===== src/hdl/slrl_pkg.sv =====
// Shared types and constants for the SPI slave register link.
// Holds the address map, status bit positions, op codes and payload structs.
// No dependencies.
package slrl_pkg;

   localparam int unsigned POT_CHANNELS   = 8;
   localparam int unsigned JOYSTICK_PORTS = 2;

   localparam int unsigned DATA_W = 8;
   localparam int unsigned ADDR_W = 7;
   localparam int unsigned TIME_W = 32;
   localparam int unsigned CNT_W  = 32;

   localparam logic [TIME_W-1:0] IDLE_LIMIT_RESET = 32'd5000;

   typedef enum logic [2:0] {
      OP_SPI_BYTE   = 3'd0,
      OP_OVERRUN    = 3'd1,
      OP_POST_KEY   = 3'd2,
      OP_POST_MOUSE = 3'd3,
      OP_POST_SIO   = 3'd4
   } op_type;

   localparam logic [ADDR_W-1:0] ADDR_STATUS    = 7'h00;
   localparam logic [ADDR_W-1:0] ADDR_ALLPOT    = 7'h01;
   localparam logic [ADDR_W-1:0] ADDR_SIO_IN    = 7'h02;
   localparam logic [ADDR_W-1:0] ADDR_SIO_STAT  = 7'h03;
   localparam logic [ADDR_W-1:0] ADDR_KEY_CODE  = 7'h04;
   localparam logic [ADDR_W-1:0] ADDR_KEY_STAT  = 7'h05;
   localparam logic [ADDR_W-1:0] ADDR_MOUSE_X   = 7'h06;
   localparam logic [ADDR_W-1:0] ADDR_MOUSE_Y   = 7'h07;
   localparam logic [ADDR_W-1:0] ADDR_MOUSE_BTN = 7'h08;
   localparam logic [ADDR_W-1:0] ADDR_SIO_OUT   = 7'h09;
   localparam logic [ADDR_W-1:0] ADDR_CMD       = 7'h0A;

   // Range bounds kept one bit wider than the address so the end never wraps.
   localparam logic [ADDR_W:0] ADDR_POT_BASE = 8'h10;
   localparam logic [ADDR_W:0] ADDR_POT_END  = 8'(16 + POT_CHANNELS);
   localparam logic [ADDR_W:0] ADDR_JOY_BASE = 8'h20;
   localparam logic [ADDR_W:0] ADDR_JOY_END  = 8'(32 + JOYSTICK_PORTS);

   localparam int unsigned STAT_KEY_BIT   = 0;
   localparam int unsigned STAT_MOUSE_BIT = 1;
   localparam int unsigned STAT_SIO_BIT   = 2;
   localparam int unsigned SIO_TX_PENDING_BIT = 0;

   localparam logic [DATA_W-1:0] MISO_UNMAPPED = 8'hFF;
   localparam logic [DATA_W-1:0] MISO_IDLE     = 8'h00;

   typedef struct packed {
      logic [2:0]               op;
      logic [DATA_W-1:0]        byte_in;
      logic [DATA_W-1:0]        key_status;
      logic signed [DATA_W-1:0] mouse_dx;
      logic signed [DATA_W-1:0] mouse_dy;
      logic [DATA_W-1:0]        mouse_buttons;
      logic [TIME_W-1:0]        timestamp;
      logic [DATA_W-1:0]        external_value;
   } item_type;

   typedef struct packed {
      logic              miso_load;
      logic [DATA_W-1:0] miso_byte;
      logic              phase_now;
      logic              cmd_line_write;
      logic              cmd_line_level;
      logic              doorbell;
      logic [DATA_W-1:0] status_flags;
      logic [CNT_W-1:0]  transaction_count;
      logic [CNT_W-1:0]  resync_count;
   } result_type;

endpackage


===== src/hdl/slrl_if.sv =====
// Channel interfaces for the SPI slave register link: request, response, csr.
// Depends on slrl_pkg for widths.
interface slrl_req_if;
   logic                               valid;
   logic                               ready;
   logic [2:0]                         op;
   logic [slrl_pkg::DATA_W-1:0]        byte_in;
   logic [slrl_pkg::DATA_W-1:0]        key_status;
   logic signed [slrl_pkg::DATA_W-1:0] mouse_dx;
   logic signed [slrl_pkg::DATA_W-1:0] mouse_dy;
   logic [slrl_pkg::DATA_W-1:0]        mouse_buttons;
   logic [slrl_pkg::TIME_W-1:0]        timestamp;
   logic [slrl_pkg::DATA_W-1:0]        external_value;

   modport source (output valid, op, byte_in, key_status, mouse_dx, mouse_dy,
                   mouse_buttons, timestamp, external_value, input ready);
   modport sink   (input valid, op, byte_in, key_status, mouse_dx, mouse_dy,
                   mouse_buttons, timestamp, external_value, output ready);
endinterface

interface slrl_rsp_if;
   logic                        valid;
   logic                        ready;
   logic                        miso_load;
   logic [slrl_pkg::DATA_W-1:0] miso_byte;
   logic                        phase_now;
   logic                        cmd_line_write;
   logic                        cmd_line_level;
   logic                        doorbell;
   logic [slrl_pkg::DATA_W-1:0] status_flags;
   logic [slrl_pkg::CNT_W-1:0]  transaction_count;
   logic [slrl_pkg::CNT_W-1:0]  resync_count;

   modport source (output valid, miso_load, miso_byte, phase_now, cmd_line_write,
                   cmd_line_level, doorbell, status_flags, transaction_count,
                   resync_count, input ready);
   modport sink   (input valid, miso_load, miso_byte, phase_now, cmd_line_write,
                   cmd_line_level, doorbell, status_flags, transaction_count,
                   resync_count, output ready);
endinterface

interface slrl_csr_if;
   logic                        valid;
   logic                        ready;
   logic [slrl_pkg::TIME_W-1:0] data;

   modport source (output valid, data, input ready);
   modport sink   (input valid, data, output ready);
endinterface


===== src/hdl/slrl_in_stage.sv =====
// Input register of the SPI slave register link.
// Depends on slrl_pkg and slrl_req_if.
module slrl_in_stage (
   input  logic                    clock,
   input  logic                    reset,
   slrl_req_if.sink                req,
   input  logic                    advance,
   output logic                    item_valid,
   output slrl_pkg::item_type      item
);

   logic               valid_ff, valid_in;
   slrl_pkg::item_type item_ff, item_in;
   logic               take;

   assign req.ready = !valid_ff || advance;
   assign take      = req.valid && req.ready;

   always_comb begin
      item_in = item_ff;
      if (take) begin
         item_in.op             = req.op;
         item_in.byte_in        = req.byte_in;
         item_in.key_status     = req.key_status;
         item_in.mouse_dx       = req.mouse_dx;
         item_in.mouse_dy       = req.mouse_dy;
         item_in.mouse_buttons  = req.mouse_buttons;
         item_in.timestamp      = req.timestamp;
         item_in.external_value = req.external_value;
      end
      if (take) begin
         valid_in = 1'b1;
      end else if (advance) begin
         valid_in = 1'b0;
      end else begin
         valid_in = valid_ff;
      end
   end

   always_ff @(posedge clock) begin
      if (reset) begin
         valid_ff <= 1'b0;
      end else begin
         valid_ff <= valid_in;
      end
      item_ff <= item_in;
   end

   assign item_valid = valid_ff;
   assign item       = item_ff;

endmodule


===== src/hdl/slrl_core.sv =====
// Link state, register file and result register of the SPI slave register link.
// Depends on slrl_pkg, slrl_rsp_if and slrl_csr_if.
module slrl_core (
   input  logic                    clock,
   input  logic                    reset,
   input  logic                    item_valid,
   input  slrl_pkg::item_type      item,
   output logic                    advance,
   slrl_rsp_if.source              rsp,
   slrl_csr_if.sink                csr
);

   logic                              phase_ff, phase_in;
   logic [slrl_pkg::ADDR_W-1:0]       addr_ff, addr_in;
   logic                              rd_ff, rd_in;
   logic [slrl_pkg::TIME_W-1:0]       last_time_ff, last_time_in;
   logic [slrl_pkg::CNT_W-1:0]        trans_ff, trans_in;
   logic [slrl_pkg::CNT_W-1:0]        resync_ff, resync_in;
   logic [slrl_pkg::DATA_W-1:0]       status_ff, status_in;
   logic [slrl_pkg::DATA_W-1:0]       sio_in_ff, sio_in_in;
   logic [slrl_pkg::DATA_W-1:0]       sio_stat_ff, sio_stat_in;
   logic [slrl_pkg::DATA_W-1:0]       key_code_ff, key_code_in;
   logic [slrl_pkg::DATA_W-1:0]       key_stat_ff, key_stat_in;
   logic [slrl_pkg::DATA_W-1:0]       mouse_x_ff, mouse_x_in;
   logic [slrl_pkg::DATA_W-1:0]       mouse_y_ff, mouse_y_in;
   logic [slrl_pkg::DATA_W-1:0]       mouse_btn_ff, mouse_btn_in;
   logic [slrl_pkg::TIME_W-1:0]       idle_limit_ff, idle_limit_in;
   logic                              rsp_valid_ff, rsp_valid_in;
   slrl_pkg::result_type              result_ff, result_in;

   logic [slrl_pkg::TIME_W-1:0]       gap;
   logic                              timed_out;
   logic [slrl_pkg::ADDR_W-1:0]       cmd_addr;
   logic [slrl_pkg::ADDR_W:0]         cmd_addr_wide;
   logic [slrl_pkg::DATA_W-1:0]       read_data;
   logic                              fire;

   assign advance = !rsp_valid_ff || rsp.ready;
   assign fire    = advance && item_valid;

   assign csr.ready     = 1'b1;
   assign idle_limit_in = (csr.valid) ? csr.data : idle_limit_ff;

   assign gap       = item.timestamp - last_time_ff;
   assign timed_out = gap > idle_limit_ff;

   assign cmd_addr      = item.byte_in[slrl_pkg::ADDR_W-1:0];
   assign cmd_addr_wide = {1'b0, cmd_addr};

   // Register file read for a read command
   always_comb begin
      case (cmd_addr)
         slrl_pkg::ADDR_STATUS:    read_data = status_ff;
         slrl_pkg::ADDR_ALLPOT:    read_data = slrl_pkg::MISO_UNMAPPED;
         slrl_pkg::ADDR_SIO_IN:    read_data = sio_in_ff;
         slrl_pkg::ADDR_SIO_STAT:  read_data = sio_stat_ff;
         slrl_pkg::ADDR_KEY_CODE:  read_data = key_code_ff;
         slrl_pkg::ADDR_KEY_STAT:  read_data = key_stat_ff;
         slrl_pkg::ADDR_MOUSE_X:   read_data = mouse_x_ff;
         slrl_pkg::ADDR_MOUSE_Y:   read_data = mouse_y_ff;
         slrl_pkg::ADDR_MOUSE_BTN: read_data = mouse_btn_ff;
         default: begin
            if ((cmd_addr_wide >= slrl_pkg::ADDR_POT_BASE &&
                 cmd_addr_wide <  slrl_pkg::ADDR_POT_END) ||
                (cmd_addr_wide >= slrl_pkg::ADDR_JOY_BASE &&
                 cmd_addr_wide <  slrl_pkg::ADDR_JOY_END)) begin
               read_data = item.external_value;
            end else begin
               read_data = slrl_pkg::MISO_UNMAPPED;
            end
         end
      endcase
   end

   always_comb begin
      phase_in     = phase_ff;
      addr_in      = addr_ff;
      rd_in        = rd_ff;
      last_time_in = last_time_ff;
      trans_in     = trans_ff;
      resync_in    = resync_ff;
      status_in    = status_ff;
      sio_in_in    = sio_in_ff;
      sio_stat_in  = sio_stat_ff;
      key_code_in  = key_code_ff;
      key_stat_in  = key_stat_ff;
      mouse_x_in   = mouse_x_ff;
      mouse_y_in   = mouse_y_ff;
      mouse_btn_in = mouse_btn_ff;

      result_in                = '0;
      result_in.miso_byte      = slrl_pkg::MISO_IDLE;

      case (slrl_pkg::op_type'(item.op))
         slrl_pkg::OP_SPI_BYTE: begin
            last_time_in        = item.timestamp;
            result_in.miso_load = 1'b1;
            if (timed_out && phase_ff) begin
               resync_in = resync_ff + 1'b1;
            end
            if (timed_out || !phase_ff) begin
               // command byte: latch read flag and address
               rd_in    = item.byte_in[slrl_pkg::DATA_W-1];
               addr_in  = cmd_addr;
               phase_in = 1'b1;
               if (item.byte_in[slrl_pkg::DATA_W-1]) begin
                  result_in.miso_byte = read_data;
               end
            end else begin
               // data byte: finish the transaction
               phase_in = 1'b0;
               trans_in = trans_ff + 1'b1;
               if (!rd_ff) begin
                  if (addr_ff == slrl_pkg::ADDR_SIO_OUT) begin
                     sio_stat_in[slrl_pkg::SIO_TX_PENDING_BIT] = 1'b1;
                     sio_in_in = item.byte_in;
                  end else if (addr_ff == slrl_pkg::ADDR_CMD) begin
                     result_in.cmd_line_write = 1'b1;
                     result_in.cmd_line_level = !item.byte_in[0];
                  end else if (addr_ff == slrl_pkg::ADDR_STATUS) begin
                     status_in = status_ff & ~item.byte_in;
                  end
               end
            end
         end
         slrl_pkg::OP_OVERRUN: begin
            phase_in  = 1'b0;
            resync_in = resync_ff + 1'b1;
         end
         slrl_pkg::OP_POST_KEY: begin
            key_code_in = item.byte_in;
            key_stat_in = item.key_status;
            status_in[slrl_pkg::STAT_KEY_BIT] = 1'b1;
            result_in.doorbell = 1'b1;
         end
         slrl_pkg::OP_POST_MOUSE: begin
            mouse_x_in   = $unsigned(item.mouse_dx);
            mouse_y_in   = $unsigned(item.mouse_dy);
            mouse_btn_in = item.mouse_buttons;
            status_in[slrl_pkg::STAT_MOUSE_BIT] = 1'b1;
            result_in.doorbell = 1'b1;
         end
         slrl_pkg::OP_POST_SIO: begin
            sio_in_in = item.byte_in;
            status_in[slrl_pkg::STAT_SIO_BIT] = 1'b1;
            result_in.doorbell = 1'b1;
         end
         default: begin
         end
      endcase

      result_in.phase_now         = phase_in;
      result_in.status_flags      = status_in;
      result_in.transaction_count = trans_in;
      result_in.resync_count      = resync_in;

      if (advance) begin
         rsp_valid_in = item_valid;
      end else begin
         rsp_valid_in = rsp_valid_ff;
      end
   end

   always_ff @(posedge clock) begin
      if (reset) begin
         phase_ff      <= 1'b0;
         addr_ff       <= '0;
         rd_ff         <= 1'b0;
         last_time_ff  <= '0;
         trans_ff      <= '0;
         resync_ff     <= '0;
         status_ff     <= '0;
         sio_in_ff     <= '0;
         sio_stat_ff   <= '0;
         key_code_ff   <= '0;
         key_stat_ff   <= '0;
         mouse_x_ff    <= '0;
         mouse_y_ff    <= '0;
         mouse_btn_ff  <= '0;
         idle_limit_ff <= slrl_pkg::IDLE_LIMIT_RESET;
         rsp_valid_ff  <= 1'b0;
      end else begin
         idle_limit_ff <= idle_limit_in;
         rsp_valid_ff  <= rsp_valid_in;
         if (fire) begin
            phase_ff     <= phase_in;
            addr_ff      <= addr_in;
            rd_ff        <= rd_in;
            last_time_ff <= last_time_in;
            trans_ff     <= trans_in;
            resync_ff    <= resync_in;
            status_ff    <= status_in;
            sio_in_ff    <= sio_in_in;
            sio_stat_ff  <= sio_stat_in;
            key_code_ff  <= key_code_in;
            key_stat_ff  <= key_stat_in;
            mouse_x_ff   <= mouse_x_in;
            mouse_y_ff   <= mouse_y_in;
            mouse_btn_ff <= mouse_btn_in;
         end
      end
      if (fire) begin
         result_ff <= result_in;
      end
   end

   assign rsp.valid             = rsp_valid_ff;
   assign rsp.miso_load         = result_ff.miso_load;
   assign rsp.miso_byte         = result_ff.miso_byte;
   assign rsp.phase_now         = result_ff.phase_now;
   assign rsp.cmd_line_write    = result_ff.cmd_line_write;
   assign rsp.cmd_line_level    = result_ff.cmd_line_level;
   assign rsp.doorbell          = result_ff.doorbell;
   assign rsp.status_flags      = result_ff.status_flags;
   assign rsp.transaction_count = result_ff.transaction_count;
   assign rsp.resync_count      = result_ff.resync_count;

endmodule


===== src/hdl/spi_slave_register_link_unit.sv =====
// Path: a transaction accepted on req_if passes the input register, then the result
//   register, before it is valid on rsp_if; backpressure can hold it between them.
// Throughput: one transaction per cycle while rsp_if is ready; an input register and a
//   result register with combinational update logic between them set that figure.
// Backpressure on rsp_if holds the result register; the input register still
//   takes one more transaction while the result waits.
// Reset (synchronous, active high): command phase, all counters and registers
//   zero, idle limit 5000 ticks, both channels empty.
module spi_slave_register_link_unit (
   input  logic       clock,
   input  logic       reset,
   slrl_req_if.sink   req_if,
   slrl_rsp_if.source rsp_if,
   slrl_csr_if.sink   csr_if
);

   slrl_pkg::item_type item;
   logic               item_valid;
   logic               advance;

   // Capture each request transaction; release it when the core advances.
   slrl_in_stage u_in_stage (
      .clock      (clock),
      .reset      (reset),
      .req        (req_if),
      .advance    (advance),
      .item_valid (item_valid),
      .item       (item)
   );

   // Decode the op, update the link state and register file, and load the
   // result register. The core also holds the idle limit written over csr_if.
   slrl_core u_core (
      .clock      (clock),
      .reset      (reset),
      .item_valid (item_valid),
      .item       (item),
      .advance    (advance),
      .rsp        (rsp_if),
      .csr        (csr_if)
   );

`ifndef SYNTHESIS
   // A producer event never loads MISO in the same transaction.
   assert property (@(posedge clock) disable iff (reset)
      rsp_if.valid |-> !(rsp_if.doorbell && rsp_if.miso_load))
      else $error("doorbell and miso_load together");

   // Driving the command line only happens on a data byte, which loads MISO with 0.
   assert property (@(posedge clock) disable iff (reset)
      (rsp_if.valid && rsp_if.cmd_line_write) |->
         (rsp_if.miso_load && rsp_if.miso_byte == slrl_pkg::MISO_IDLE &&
          !rsp_if.phase_now))
      else $error("command line write outside a write data byte");

   // A result that loads nothing carries an idle MISO byte and no command line write.
   assert property (@(posedge clock) disable iff (reset)
      (rsp_if.valid && !rsp_if.miso_load) |->
         (rsp_if.miso_byte == slrl_pkg::MISO_IDLE && !rsp_if.cmd_line_write))
      else $error("MISO byte present without load");
`endif

endmodule


===== src/flat_wrapper.sv =====
// flat-port wrapper written by rule: the top's interface ports become plain ports
module spi_slave_register_link_unit_flat 
  (clock, reset, req_if_valid, req_if_op, req_if_byte_in, req_if_key_status, req_if_mouse_dx, req_if_mouse_dy, req_if_mouse_buttons, req_if_timestamp, req_if_external_value, req_if_ready, rsp_if_valid, rsp_if_miso_load, rsp_if_miso_byte, rsp_if_phase_now, rsp_if_cmd_line_write, rsp_if_cmd_line_level, rsp_if_doorbell, rsp_if_status_flags, rsp_if_transaction_count, rsp_if_resync_count, rsp_if_ready, csr_if_valid, csr_if_data, csr_if_ready);
  slrl_req_if req_if_i ();
  slrl_rsp_if rsp_if_i ();
  slrl_csr_if csr_if_i ();
  input  logic clock;
  input  logic reset;
  input wire logic [$bits(req_if_i.valid)-1:0] req_if_valid;
  input wire logic [$bits(req_if_i.op)-1:0] req_if_op;
  input wire logic [$bits(req_if_i.byte_in)-1:0] req_if_byte_in;
  input wire logic [$bits(req_if_i.key_status)-1:0] req_if_key_status;
  input wire logic [$bits(req_if_i.mouse_dx)-1:0] req_if_mouse_dx;
  input wire logic [$bits(req_if_i.mouse_dy)-1:0] req_if_mouse_dy;
  input wire logic [$bits(req_if_i.mouse_buttons)-1:0] req_if_mouse_buttons;
  input wire logic [$bits(req_if_i.timestamp)-1:0] req_if_timestamp;
  input wire logic [$bits(req_if_i.external_value)-1:0] req_if_external_value;
  output wire logic [$bits(req_if_i.ready)-1:0] req_if_ready;
  output wire logic [$bits(rsp_if_i.valid)-1:0] rsp_if_valid;
  output wire logic [$bits(rsp_if_i.miso_load)-1:0] rsp_if_miso_load;
  output wire logic [$bits(rsp_if_i.miso_byte)-1:0] rsp_if_miso_byte;
  output wire logic [$bits(rsp_if_i.phase_now)-1:0] rsp_if_phase_now;
  output wire logic [$bits(rsp_if_i.cmd_line_write)-1:0] rsp_if_cmd_line_write;
  output wire logic [$bits(rsp_if_i.cmd_line_level)-1:0] rsp_if_cmd_line_level;
  output wire logic [$bits(rsp_if_i.doorbell)-1:0] rsp_if_doorbell;
  output wire logic [$bits(rsp_if_i.status_flags)-1:0] rsp_if_status_flags;
  output wire logic [$bits(rsp_if_i.transaction_count)-1:0] rsp_if_transaction_count;
  output wire logic [$bits(rsp_if_i.resync_count)-1:0] rsp_if_resync_count;
  input wire logic [$bits(rsp_if_i.ready)-1:0] rsp_if_ready;
  input wire logic [$bits(csr_if_i.valid)-1:0] csr_if_valid;
  input wire logic [$bits(csr_if_i.data)-1:0] csr_if_data;
  output wire logic [$bits(csr_if_i.ready)-1:0] csr_if_ready;
  assign req_if_i.valid = req_if_valid;
  assign req_if_i.op = req_if_op;
  assign req_if_i.byte_in = req_if_byte_in;
  assign req_if_i.key_status = req_if_key_status;
  assign req_if_i.mouse_dx = req_if_mouse_dx;
  assign req_if_i.mouse_dy = req_if_mouse_dy;
  assign req_if_i.mouse_buttons = req_if_mouse_buttons;
  assign req_if_i.timestamp = req_if_timestamp;
  assign req_if_i.external_value = req_if_external_value;
  assign req_if_ready = req_if_i.ready;
  assign rsp_if_valid = rsp_if_i.valid;
  assign rsp_if_miso_load = rsp_if_i.miso_load;
  assign rsp_if_miso_byte = rsp_if_i.miso_byte;
  assign rsp_if_phase_now = rsp_if_i.phase_now;
  assign rsp_if_cmd_line_write = rsp_if_i.cmd_line_write;
  assign rsp_if_cmd_line_level = rsp_if_i.cmd_line_level;
  assign rsp_if_doorbell = rsp_if_i.doorbell;
  assign rsp_if_status_flags = rsp_if_i.status_flags;
  assign rsp_if_transaction_count = rsp_if_i.transaction_count;
  assign rsp_if_resync_count = rsp_if_i.resync_count;
  assign rsp_if_i.ready = rsp_if_ready;
  assign csr_if_i.valid = csr_if_valid;
  assign csr_if_i.data = csr_if_data;
  assign csr_if_ready = csr_if_i.ready;
  spi_slave_register_link_unit u_core (.clock(clock), .reset(reset), .req_if(req_if_i), .rsp_if(rsp_if_i), .csr_if(csr_if_i));
endmodule

===== config.mk =====
export PLATFORM = sky130hd
export DESIGN_NAME = spi_slave_register_link_unit_flat
export DESIGN_NICKNAME = d
export VERILOG_FILES = /design/src/hdl/slrl_pkg.sv /design/src/hdl/slrl_if.sv /design/src/hdl/slrl_in_stage.sv /design/src/hdl/slrl_core.sv /design/src/hdl/spi_slave_register_link_unit.sv /design/src/flat_wrapper.sv
export SDC_FILE = /design/constraint.sdc
export NUM_CORES = 1
export LEC_CHECK = 0
export BUFFER_PORTS_ARGS = -buffer_cell sky130_fd_sc_hd__buf_4
export CAP_MARGIN = 20
export CELL_PAD_IN_SITES_DETAIL_PLACEMENT = 0
export CELL_PAD_IN_SITES_GLOBAL_PLACEMENT = 2
export CORE_MARGIN = 4
export CORE_UTILIZATION = 37
export DETAILED_ROUTE_END_ITERATION = 8
export PLACE_DENSITY_LB_ADDON = 0.1
export SYNTH_ARGS = -nofsm -noshare
export SYNTH_HDL_FRONTEND = slang
export SYNTH_SLANG_ARGS = --single-unit

===== constraint.sdc =====
create_clock -name clock -period 7.3 [get_ports clock]
set_clock_uncertainty 0.05 [all_clocks]
set_input_delay 1.46 -clock clock [delete_from_list [all_inputs] [get_ports clock]]
set_output_delay 1.46 -clock clock [all_outputs]
set_load 0.05 [all_outputs]

# --- After elaboration in Yosys (flattened, before gate mapping) ---
# Cells that the tools add are included.
classes:
  addsub: 3
  multipliers: 0
  div: 0
  n_lt_le_gt_ge: 5
  n_eq_ne: 17
  n_shift: 0
  mux: 28
  n_bitwise: 6
  n_reduce_logical: 28
op_table:
  columns: ["operator", "n"]
  rows:
  - ["32-bit two-way mux", 3]
  - ["8-bit two-way mux", 11]
  - ["8-bit case mux with 9 select lines", 1]
  - ["32-bit by 1-bit adder with 32-bit output, second input constant", 2]
  - ["32-bit case mux with 2 select lines", 1]
  - ["32-bit > comparator", 1]
  - ["32-bit subtractor", 1]
  - ["7-bit by 3-bit equality test with 1-bit output, second input constant", 4]
  - ["7-bit by 4-bit equality test with 1-bit output, second input constant", 3]
  - ["8-bit case mux with 2 select lines", 1]
  - ["7-bit by 2-bit equality test with 1-bit output, second input constant", 2]
  - ["7-bit zero test", 2]
  - ["5-bit AND reduction", 2]
  - ["9-bit two-way mux", 1]
  - ["8-bit bitwise AND", 1]
  - ["8-bit inverter", 1]
  - ["1-bit case mux with 2 select lines", 4]
  - ["7-bit by 1-bit equality test with 1-bit output, second input constant", 1]
  - ["7-bit by 5-bit greater-or-equal comparator with 1-bit output, second input constant", 1]
  - ["7-bit by 6-bit greater-or-equal comparator with 1-bit output, second input constant", 1]
  - ["7-bit by 5-bit less-than comparator with 1-bit output, second input constant", 1]
  - ["7-bit by 6-bit less-than comparator with 1-bit output, second input constant", 1]
  - ["3-bit by 2-bit equality test with 1-bit output, second input constant", 2]
  - ["2-bit != test, second input constant", 3]
  - ["16 further kinds", 36]
word_totals:
  reg_bits: 364
  latchBits: 0
  ram_bits: 0
  romBits: 0
  out_inout_bits: 88
  word_cells: 121
  mem_count: 0

# --- Depth between registers and ports, before layout ---
# Gate-level depths: netlist of the first run.
logic_depth:
  ltp_word: 8
  mapped_depth: 25
  mapped_depth_nobuf: 23

# --- By module ---
# A second synthesis of the first run with hierarchy kept.
hier_totals:
  cells_unflattened: 1733
  area_unflattened_um2: 17011.3
modules_own_cells:
  columns: ["mod", "instances", "cells_per_inst", "area_each_um2"]
  rows:
  - ["slrl_core", 1, 1645, 14463.9]
  - ["slrl_in_stage", 1, 88, 2547.4]

# --- Least setup slack after synthesis of the first run ---
# OpenSTA, ideal clock, no wires.
synth_path:
  kind: "input to register"
  startpoint: "input rsp_if_ready"
  endpoint: "register u_core.u_core.key_code_ff[0] in the netlist's numbering"
  setup_ps: 132
  arrival_time_ps: 5616
  setup_slack_ps: 1501
  cell_stages: 9
  path_cell_list: "nor2b_1 nand2b_1 clkbuf_1 inv_1 clkbuf_1 nand3_1 clkbuf_1 nand2_1 a21oi_1"
synth_between:
  elab_chain_len: 3
synth_lines:
  columns: ["item", "line", "source"]
  rows:
  - ["start, declared", "flat_wrapper.sv:29", "input wire logic [$bits(rsp_if_i.ready)-1:0] rsp_if_ready;"]
  - ["1-bit logical OR", "slrl_core.sv:38", "assign advance = !rsp_valid_ff || rsp.ready;"]
  - ["1-bit logical AND", "slrl_core.sv:39", "assign fire = advance && item_valid;"]
  - ["net u_core.u_core.fire", "slrl_core.sv:36", "logic fire;"]
  - ["2-bit AND reduction (no source line)", null, null]
  - ["end signal, assigned", "slrl_core.sv:195", "key_code_ff <= key_code_in;"]
  - ["end, declared", "slrl_core.sv:22", "logic [slrl_pkg::DATA_W-1:0] key_code_ff, key_code_in;"]
# The timed path passes the listed nets, and every way through them passes these cells.
# A chain may end at the register's enable or synchronous reset.

# --- Final worst setup path of the first run ---
layout_path:
  startpoint: "register u_core.u_in_stage.item_ff (netlist bit u_core.u_in_stage.item[8])"
  endpoint: "register u_core.u_core.trans_ff[23] in the netlist's numbering"
layout_between:
  elab_chain_len: 5
layout_lines:
  columns: ["item", "line", "source"]
  rows:
  - ["start, declared", "slrl_in_stage.sv:13", "slrl_pkg::item_type item_ff, item_in;"]
  - ["start signal, assigned", "slrl_in_stage.sv:46", "item_ff <= item_in;"]
  - ["32-bit subtractor", "slrl_core.sv:44", "assign gap = item.timestamp - last_time_ff;"]
  - ["32-bit > comparator", "slrl_core.sv:45", "assign timed_out = gap > idle_limit_ff;"]
  - ["1-bit logical OR", "slrl_core.sv:101", "if (timed_out || !phase_ff) begin"]
  - ["32-bit two-way mux", "slrl_core.sv:101", null]
  - ["32-bit two-way mux", "slrl_core.sv:94", "case (slrl_pkg::op_type'(item.op))"]
  - ["end signal, assigned", "slrl_core.sv:190", "trans_ff <= trans_in;"]
  - ["end, declared", "slrl_core.sv:17", "logic [slrl_pkg::CNT_W-1:0] trans_ff, trans_in;"]
# No other way between the ends.

==> results.sh, run 1 <==
export IMPL_outcome="finished, final reports clean"
export IMPL_place_ws_ns=1.05
export IMPL_crit_path_end="u_core.u_core.trans_ff[23]"
export IMPL_layout_nets=2066
export IMPL_grt_pass1_vias=12500
export IMPL_numCtsBuffers=43
export IMPL_synth_cell_types=71
export IMPL_max_freq_mhz=160
export IMPL_cts_sinks=364
export IMPL_synth_top_area_share_pct=29.7
export IMPL_power_density_nw_per_um2=234
export IMPL_ios=208
export IMPL_synth_nets=1887
export IMPL_crit_chain="inv_1 -> ha_1 -> inv_1 -> fa_1 -> a21o_1 -> a221oi_1 -> a2111oi_0 -> o31a_1 -> a311oi_1 -> nand2b_1 -> a211o_1 -> nand3b_1 -> xor2_1 -> ha_1 -> a21o_1 -> a21o_1 -> a21oi_1 -> o21ai_0 -> a21o_1 -> o21a_4 -> or4_4 -> nor3_1 -> mux2_2"
export IMPL_slew_viol_final=0
export IMPL_worst_path_stages=23
export IMPL_antennaDiodeCount=0
export IMPL_route_vias_total=12800
export IMPL_coreArea_um2=45400
export IMPL_antenna_found_initial=0
export IMPL_io_buffers=206
export IMPL_criticalPathCategory="reg2reg"
export IMPL_p_leak_nw=7.57
export IMPL_maxSlewHeadroom_pct=35.3
export IMPL_ys_ff_latch=364
export IMPL_die_h_um=222
export IMPL_worstReg2RegStart="u_core.u_in_stage.item[8]"
export IMPL_cp_data_required_time_ns=7.70
export IMPL_fin_setup_tns_ns=0
export IMPL_cp_arrival_ns=6.65
export IMPL_htreeDepth=2
export IMPL_wl_per_cell_um=18.1
export IMPL_start_util_pct=37.5
export IMPL_crit_top_cell="a21o_1"
export IMPL_drive_above_1_share_pct=17.3
export IMPL_synth_most_common_cell="nand2_1"
export IMPL_fillerInstances=4350
export IMPL_gp_congestion=0.782
export IMPL_fin_crit_ns=6.25
export IMPL_setup_slack_ns=1.05
export IMPL_postSynthCellCount=1701
export IMPL_wl_met3_mm=2.35
export IMPL_whs_ns=0.402
export IMPL_tightest_slew_ns=0.963
export IMPL_seq_area_um2=8970
export IMPL_die_w_um=222
export IMPL_ir_worst_vdd_uv=177
export IMPL_yosys_area_top_type="edfxtp_1"
export IMPL_dr_max_layer_used="met4"
export IMPL_ant_nets=0
export IMPL_end_kind="flop"
export IMPL_grt_pass1_wl_mm=72.0
export IMPL_ys_warnings_count=0
export IMPL_worstRegToRegCells=23
export IMPL_grt_max_degree=107
export IMPL_row_count=78
export IMPL_avgSynthCellArea_um2=10.0
export IMPL_finish_utilization_pct=45.0
export IMPL_min_path_type="reg2reg"
export IMPL_cp_max_fo=26
export IMPL_fin_crit_sh_pct=85.6
export IMPL_seq_area_frac_synth_pct=52.7
export IMPL_crit_path_top_delay_cell="or4_4"
export IMPL_clk_pin_slew_ns=0.06
export IMPL_synth_area_leaders="edfxtp_1, dfxtp_1, nand2_1"
export IMPL_post_cts_setup_buffers=0
export IMPL_hold_buffers=0
export IMPL_hold_viol_final=0
export IMPL_reg2reg_slack_ns=1.05
export IMPL_multi_input_area_um2=7410
export IMPL_clock_root_buffer="clkbuf_16"
export IMPL_routed_wl_mm=45.6
export IMPL_cp_num_buf_inv=2
export IMPL_final_setup_viol_count=0
export IMPL_drt_pass1_iterations=5
export IMPL_cp_startpoint="u_core.u_in_stage.item[8]"
export IMPL_startpoint_type="flop"
export IMPL_netlist_area_um2=17000
export IMPL_via_per_inst=5.09
export IMPL_syn2layout_area_growth_pct=20.2
export IMPL_grt_usage_pct=18.0
export IMPL_synth_edff_count=168
export IMPL_clk_latency_ns=0.57
export IMPL_grt_ovfl_total=0
export IMPL_r2r_end="u_core.u_core.trans_ff[23]"
export IMPL_dp_hpwl_mm=31.2
export IMPL_drc=0
export IMPL_max_stage_delay_ns=0.69
export IMPL_cts_buffer_depth=3
export IMPL_post_cts_resized=0
export IMPL_cap_violations=0
export IMPL_synth_main_ff_cell="dfxtp_1"
export IMPL_rsz0062_at_grt="no"
export IMPL_ys_top_cells_by_count="nand2_1, dfxtp_1, edfxtp_1"
export IMPL_drt_iter0_markers=795
export IMPL_wl_met2_mm=20.5
export IMPL_crit_family="compound AO/OA/AOI/OAI gates"
export IMPL_die_area_um2=49500
export IMPL_synthArstFlopShare_pct=0
export IMPL_cts_tree="done"
export IMPL_wl_met1_mm=21.6
[sequential cells by signal (all words and copies together), names as in the netlist, 7 cells and up]
| signal | cells |
|---|---|
| u_core.u_in_stage.item | 83 |
| u_core.u_core.key_code_ff | 8 |
| u_core.u_core.sio_in_ff | 8 |
| u_core.u_core.rsp.status_flags | 8 |
| u_core.u_core.mouse_btn_ff | 8 |
| u_core.u_core.last_time_ff | 32 |
| u_core.u_core.idle_limit_ff | 32 |
| u_core.u_core.trans_ff | 32 |
| u_core.u_core.rsp.transaction_count | 32 |
| u_core.u_core.resync_ff | 32 |
| u_core.u_core.mouse_y_ff | 8 |
| u_core.u_core.status_ff | 8 |
| u_core.u_core.key_stat_ff | 8 |
| u_core.u_core.rsp.miso_byte | 8 |
| u_core.u_core.addr_ff | 7 |
| u_core.u_core.mouse_x_ff | 8 |
| u_core.u_core.rsp.resync_count | 32 |
[worst min-delay path by stage]
| stage | slack [ns] | cells after the start | startpoint | end |
|---|---|---|---|---|
| floorplan | 0.37 | 2 | u_core.u_core.status_ff[6] | u_core.u_core.status_ff[6] |
| global placement | 0.39 | 2 | u_core.u_core.last_time_ff[12] | u_core.u_core.last_time_ff[12] |
| detailed placement | 0.40 | 2 | u_core.u_core.last_time_ff[2] | u_core.u_core.last_time_ff[2] |
| CTS | 0.40 | 2 | u_core.u_core.last_time_ff[2] | u_core.u_core.last_time_ff[2] |
| global route | 0.42 | 2 | u_core.u_core.last_time_ff[4] | u_core.u_core.last_time_ff[4] |
| finish | 0.40 | 2 | u_core.u_core.last_time_ff[12] | u_core.u_core.last_time_ff[12] |
[placed cells by master (no fill, tap or decap), drive strengths merged, types with 40 or more instances in the layout]
master and n:
nand2 249, buf 226, dfxtp 196, edfxtp 168
nor2 135, a21oi 132, inv 75, xnor2 69
ha 65, clkbuf 58, xor2 56, nand3 55
mux2i 40
[area by class of cell]
type,instances,area share [%]
clock buffer,58,5.74
inverter,75,1.39
tap,600,3.67
clock inverter,22,0.667
multi-input combinational,1170,36.2
sequential,364,43.9
timing repair buffer,226,8.42
[kinds of logic (layout without fill, tap and decap cells)]
logic type | Yosys count | after routing | share of synthesized area, %
fa+ha+maj | 66 | 66 | 4.90
other cells | 1 | 1 | 0.0220
compound gates | 302 | 302 | 11.7
xor+xnor | 125 | 125 | 6.44
buf+inv | 167 | 381 | 3.85
simple gates | 619 | 619 | 16.6
mux | 57 | 57 | 3.74
flops | 364 | 364 | 52.7
[report_power, final]
| part | leakage, nW | internal [mW] | total, mW | switching, mW |
|---|---|---|---|---|
| clock | 0.645 | 1.16 | 2.02 | 0.859 |
| combinational | 3.77 | 0.191 | 0.511 | 0.320 |
| sequential | 3.16 | 2.21 | 2.24 | 0.0384 |
| total | 7.57 | 3.56 | 4.78 | 1.22 |
[tightest hold or removal path: stages (launching register included)]
cell and delay [ns]:
dfxtp_1 0.30, nand2_1 0.05, a21oi_1 0.05
[metrics by stage]
| step | total power [mW] | area [µm²] | cells |
|---|---|---|---|
| after global routing | 4.99 | 20400 | 2515 |
| after floorplan | 2.61 | 17000 | 1701 |
| after CTS | 4.86 | 20400 | 2515 |
| after detailed placement | 2.81 | 19100 | 2435 |
| after global placement | 2.80 | 19100 | 2434 |
| final | 4.78 | 20400 | 2515 |
[metal layers]
layer,up-vias,track usage [%]
met3,71,3.61
met1,6047,25.5
met4,0,5.03
met2,283,28.2
met5,-,0
li1,6398,-
No activity file was read; power rests on OpenSTA's default activity.
==> run 2, diff against run 1 <==
--- a/config.mk
+++ b/config.mk
@@ -5,13 +5,13 @@
 export SDC_FILE = /design/constraint.sdc
 export NUM_CORES = 1
 export LEC_CHECK = 0
-export BUFFER_PORTS_ARGS = -buffer_cell sky130_fd_sc_hd__buf_4
 export CAP_MARGIN = 20
 export CELL_PAD_IN_SITES_DETAIL_PLACEMENT = 0
 export CELL_PAD_IN_SITES_GLOBAL_PLACEMENT = 2
 export CORE_MARGIN = 4
-export CORE_UTILIZATION = 37
+export CORE_UTILIZATION = 41
 export DETAILED_ROUTE_END_ITERATION = 8
+export DONT_BUFFER_PORTS = 1
 export PLACE_DENSITY_LB_ADDON = 0.1
 export SYNTH_ARGS = -nofsm -noshare
 export SYNTH_HDL_FRONTEND = slang
==> run 2 against run 1 <==
Compared with the run above:
- hold slack hardly changed
- largest cell class unchanged
- final area is 8.0% lower
- non-clock buffer count shrank 209
- global-route usage grew 0.96 points
- largest power group unchanged
==> results.sh, run 2 (synthesized netlist as in run 1, its figures left out) <==
export IMPL_grt_ovfl_total=0
export IMPL_start_util_pct=41.6
export IMPL_grt_pass1_vias=11600
export IMPL_finalNonFillerCells=2235
export IMPL_cp_data_required_time_ns=7.68
export IMPL_end_kind="flop"
export IMPL_slew_viol_final=0
export IMPL_placed_cells=2158
export IMPL_dp_hpwl_mm=29.1
export IMPL_routed_wl_mm=43.9
export IMPL_total_power_mw=4.69
export IMPL_fin_crit_sh_pct=86.1
export IMPL_die_w_um=212
export IMPL_grt_usage_pct=19.0
export IMPL_post_cts_resized=0
export IMPL_power_density_nw_per_um2=250
export IMPL_whs_ns=0.402
export IMPL_clock_root_buffer="clkbuf_16"
export IMPL_cp_max_fo=26
export IMPL_rsz0062_at_grt="no"
export IMPL_crit_path_top_delay_cell="or4_4"
export IMPL_ant_nets=0
export IMPL_crit_chain="inv_1 -> ha_1 -> inv_1 -> fa_1 -> a21o_1 -> a221oi_1 -> a2111oi_0 -> o31a_1 -> a311oi_1 -> nand2b_1 -> a211o_1 -> nand3b_1 -> xor2_1 -> ha_1 -> a21o_1 -> a21o_1 -> a21oi_1 -> o21ai_0 -> a21o_1 -> o21a_4 -> or4_4 -> nor3_1 -> mux2_2"
export IMPL_max_freq_mhz=159
export IMPL_coreArea_um2=40900
export IMPL_fin_crit_ns=6.28
export IMPL_cap_violations=0
export IMPL_grt_pass1_wl_mm=67.6
export IMPL_io_buffers=0
export IMPL_p_leak_nw=6.58
export IMPL_final_cell_mix="nand2_1, dfxtp_1, edfxtp_1"
export IMPL_crit_family="compound AO/OA/AOI/OAI gates"
export IMPL_ios=208
export IMPL_max_stage_delay_ns=0.69
export IMPL_ir_worst_vdd_uv=193
export IMPL_drc=0
export IMPL_wl_per_cell_um=19.6
export IMPL_final_setup_viol_count=0
export IMPL_layout_nets=1855
export IMPL_route_vias_total=12100
export IMPL_syn2layout_area_growth_pct=10.5
export IMPL_post_cts_setup_buffers=0
export IMPL_grt_max_degree=187
export IMPL_clk_pin_slew_ns=0.06
export IMPL_drt_iter0_markers=712
export IMPL_gp_congestion=0.791
export IMPL_antenna_found_initial=5
export IMPL_outcome="finished, final reports clean"
export IMPL_final_common_cell="nand2_1"
export IMPL_die_h_um=212
export IMPL_drt_pass1_iterations=5
export IMPL_row_count=74
export IMPL_fillerInstances=3890
export IMPL_drive_above_1_share_pct=7.34
export IMPL_clk_latency_ns=0.56
export IMPL_hold_viol_final=0
export IMPL_crit_top_cell="a21o_1"
export IMPL_min_path_type="reg2reg"
export IMPL_tightest_slew_ns=1.03
export IMPL_hold_buffers=0
export IMPL_cp_arrival_ns=6.67
export IMPL_cts_tree="done"
export IMPL_fin_setup_tns_ns=0
export IMPL_via_per_inst=5.39
export IMPL_die_area_um2=44800
export IMPL_numCtsBuffers=41
export IMPL_htreeDepth=2
export IMPL_cts_sinks=364
export IMPL_cts_buffer_depth=3
export IMPL_criticalPathCategory="reg2reg"
export IMPL_startpoint_type="flop"
export IMPL_finish_utilization_pct=45.9
export IMPL_maxSlewHeadroom_pct=31.4
export IMPL_cp_num_buf_inv=2
export IMPL_largest_reg_flops=83
## run 2: changes by cell type in the layout (fill, tap and decap cells not counted), sizes merged
| cell | previous run | this run |
|---|---|---|
| clkinv | 21 | 20 |
| bufinv | 1 | 4 |
| clkbuf | 58 | 52 |
| diode | 0 | 1 |
| buf | 226 | 17 |
## run 2: metrics by stage
stage	cell area [µm²]	worst slack [ns]
after floorplan	17000	1.50
after global placement	17400	1.21
after detailed placement	17500	1.03
after CTS	18800	1.00
after global routing	18800	0.516
final	18800	1.02
## run 2: worst register-to-register path, delay by kind of cell, from the launching register on
kind	cells	cell delay [ns]
buffers and inverters	2	0.13
xor gates and xnor gates	1	0.16
DFF	1	0.38
AOI/OAI and AO/OA	12	3.02
muxes	1	0.36
adders and majority gates	3	0.74
and+or+nand+nor	4	1.31
## run 2: cell type report
type                    count  area, µm²  area share [%]
well taps                 532        666            3.54
repair buffers             17        148           0.785
diodes                      1       2.50          0.0133
clock buffers              52       1110            5.90
flip-flops and latches    364       8970            47.7
multi-input cells        1170       7410            39.4
clock inverters            24        211            1.12
inverters                  75        284            1.51
## run 2: path summary, 6_finish.rpt
check / startpoint / endpoint / cells past startpoint / slack (ns)
max: u_core.u_in_stage.item[8] / u_core.u_core.trans_ff[31] / 23 / 1.02
min: u_core.u_core.mouse_y_ff[7] / u_core.u_core.mouse_y_ff[7] / 2 / 0.40
max reg2reg: u_core.u_in_stage.item[8] / u_core.u_core.trans_ff[31] / 23 / 1.02
min reg2reg: u_core.u_core.mouse_y_ff[7] / u_core.u_core.mouse_y_ff[7] / 2 / 0.40
## run 2: routing by layer
| layer | wire (µm) | share of wire, % | track usage [%] | up-vias |
|---|---|---|---|---|
| met5 | 28 | 0.064 | 0 | - |
| met4 | 897 | 2.0 | 5.44 | 6 |
| met3 | 2140 | 4.9 | 4.22 | 62 |
| met2 | 20200 | 46 | 29.8 | 267 |
| met1 | 20600 | 47 | 26.5 | 5744 |
| li1 | - | - | - | 5972 |
## run 2: power breakdown
part	internal [mW]	switching [mW]	total, mW
Clock	1.22	0.829	2.04
Combinational	0.122	0.191	0.313
Sequential	2.21	0.128	2.34
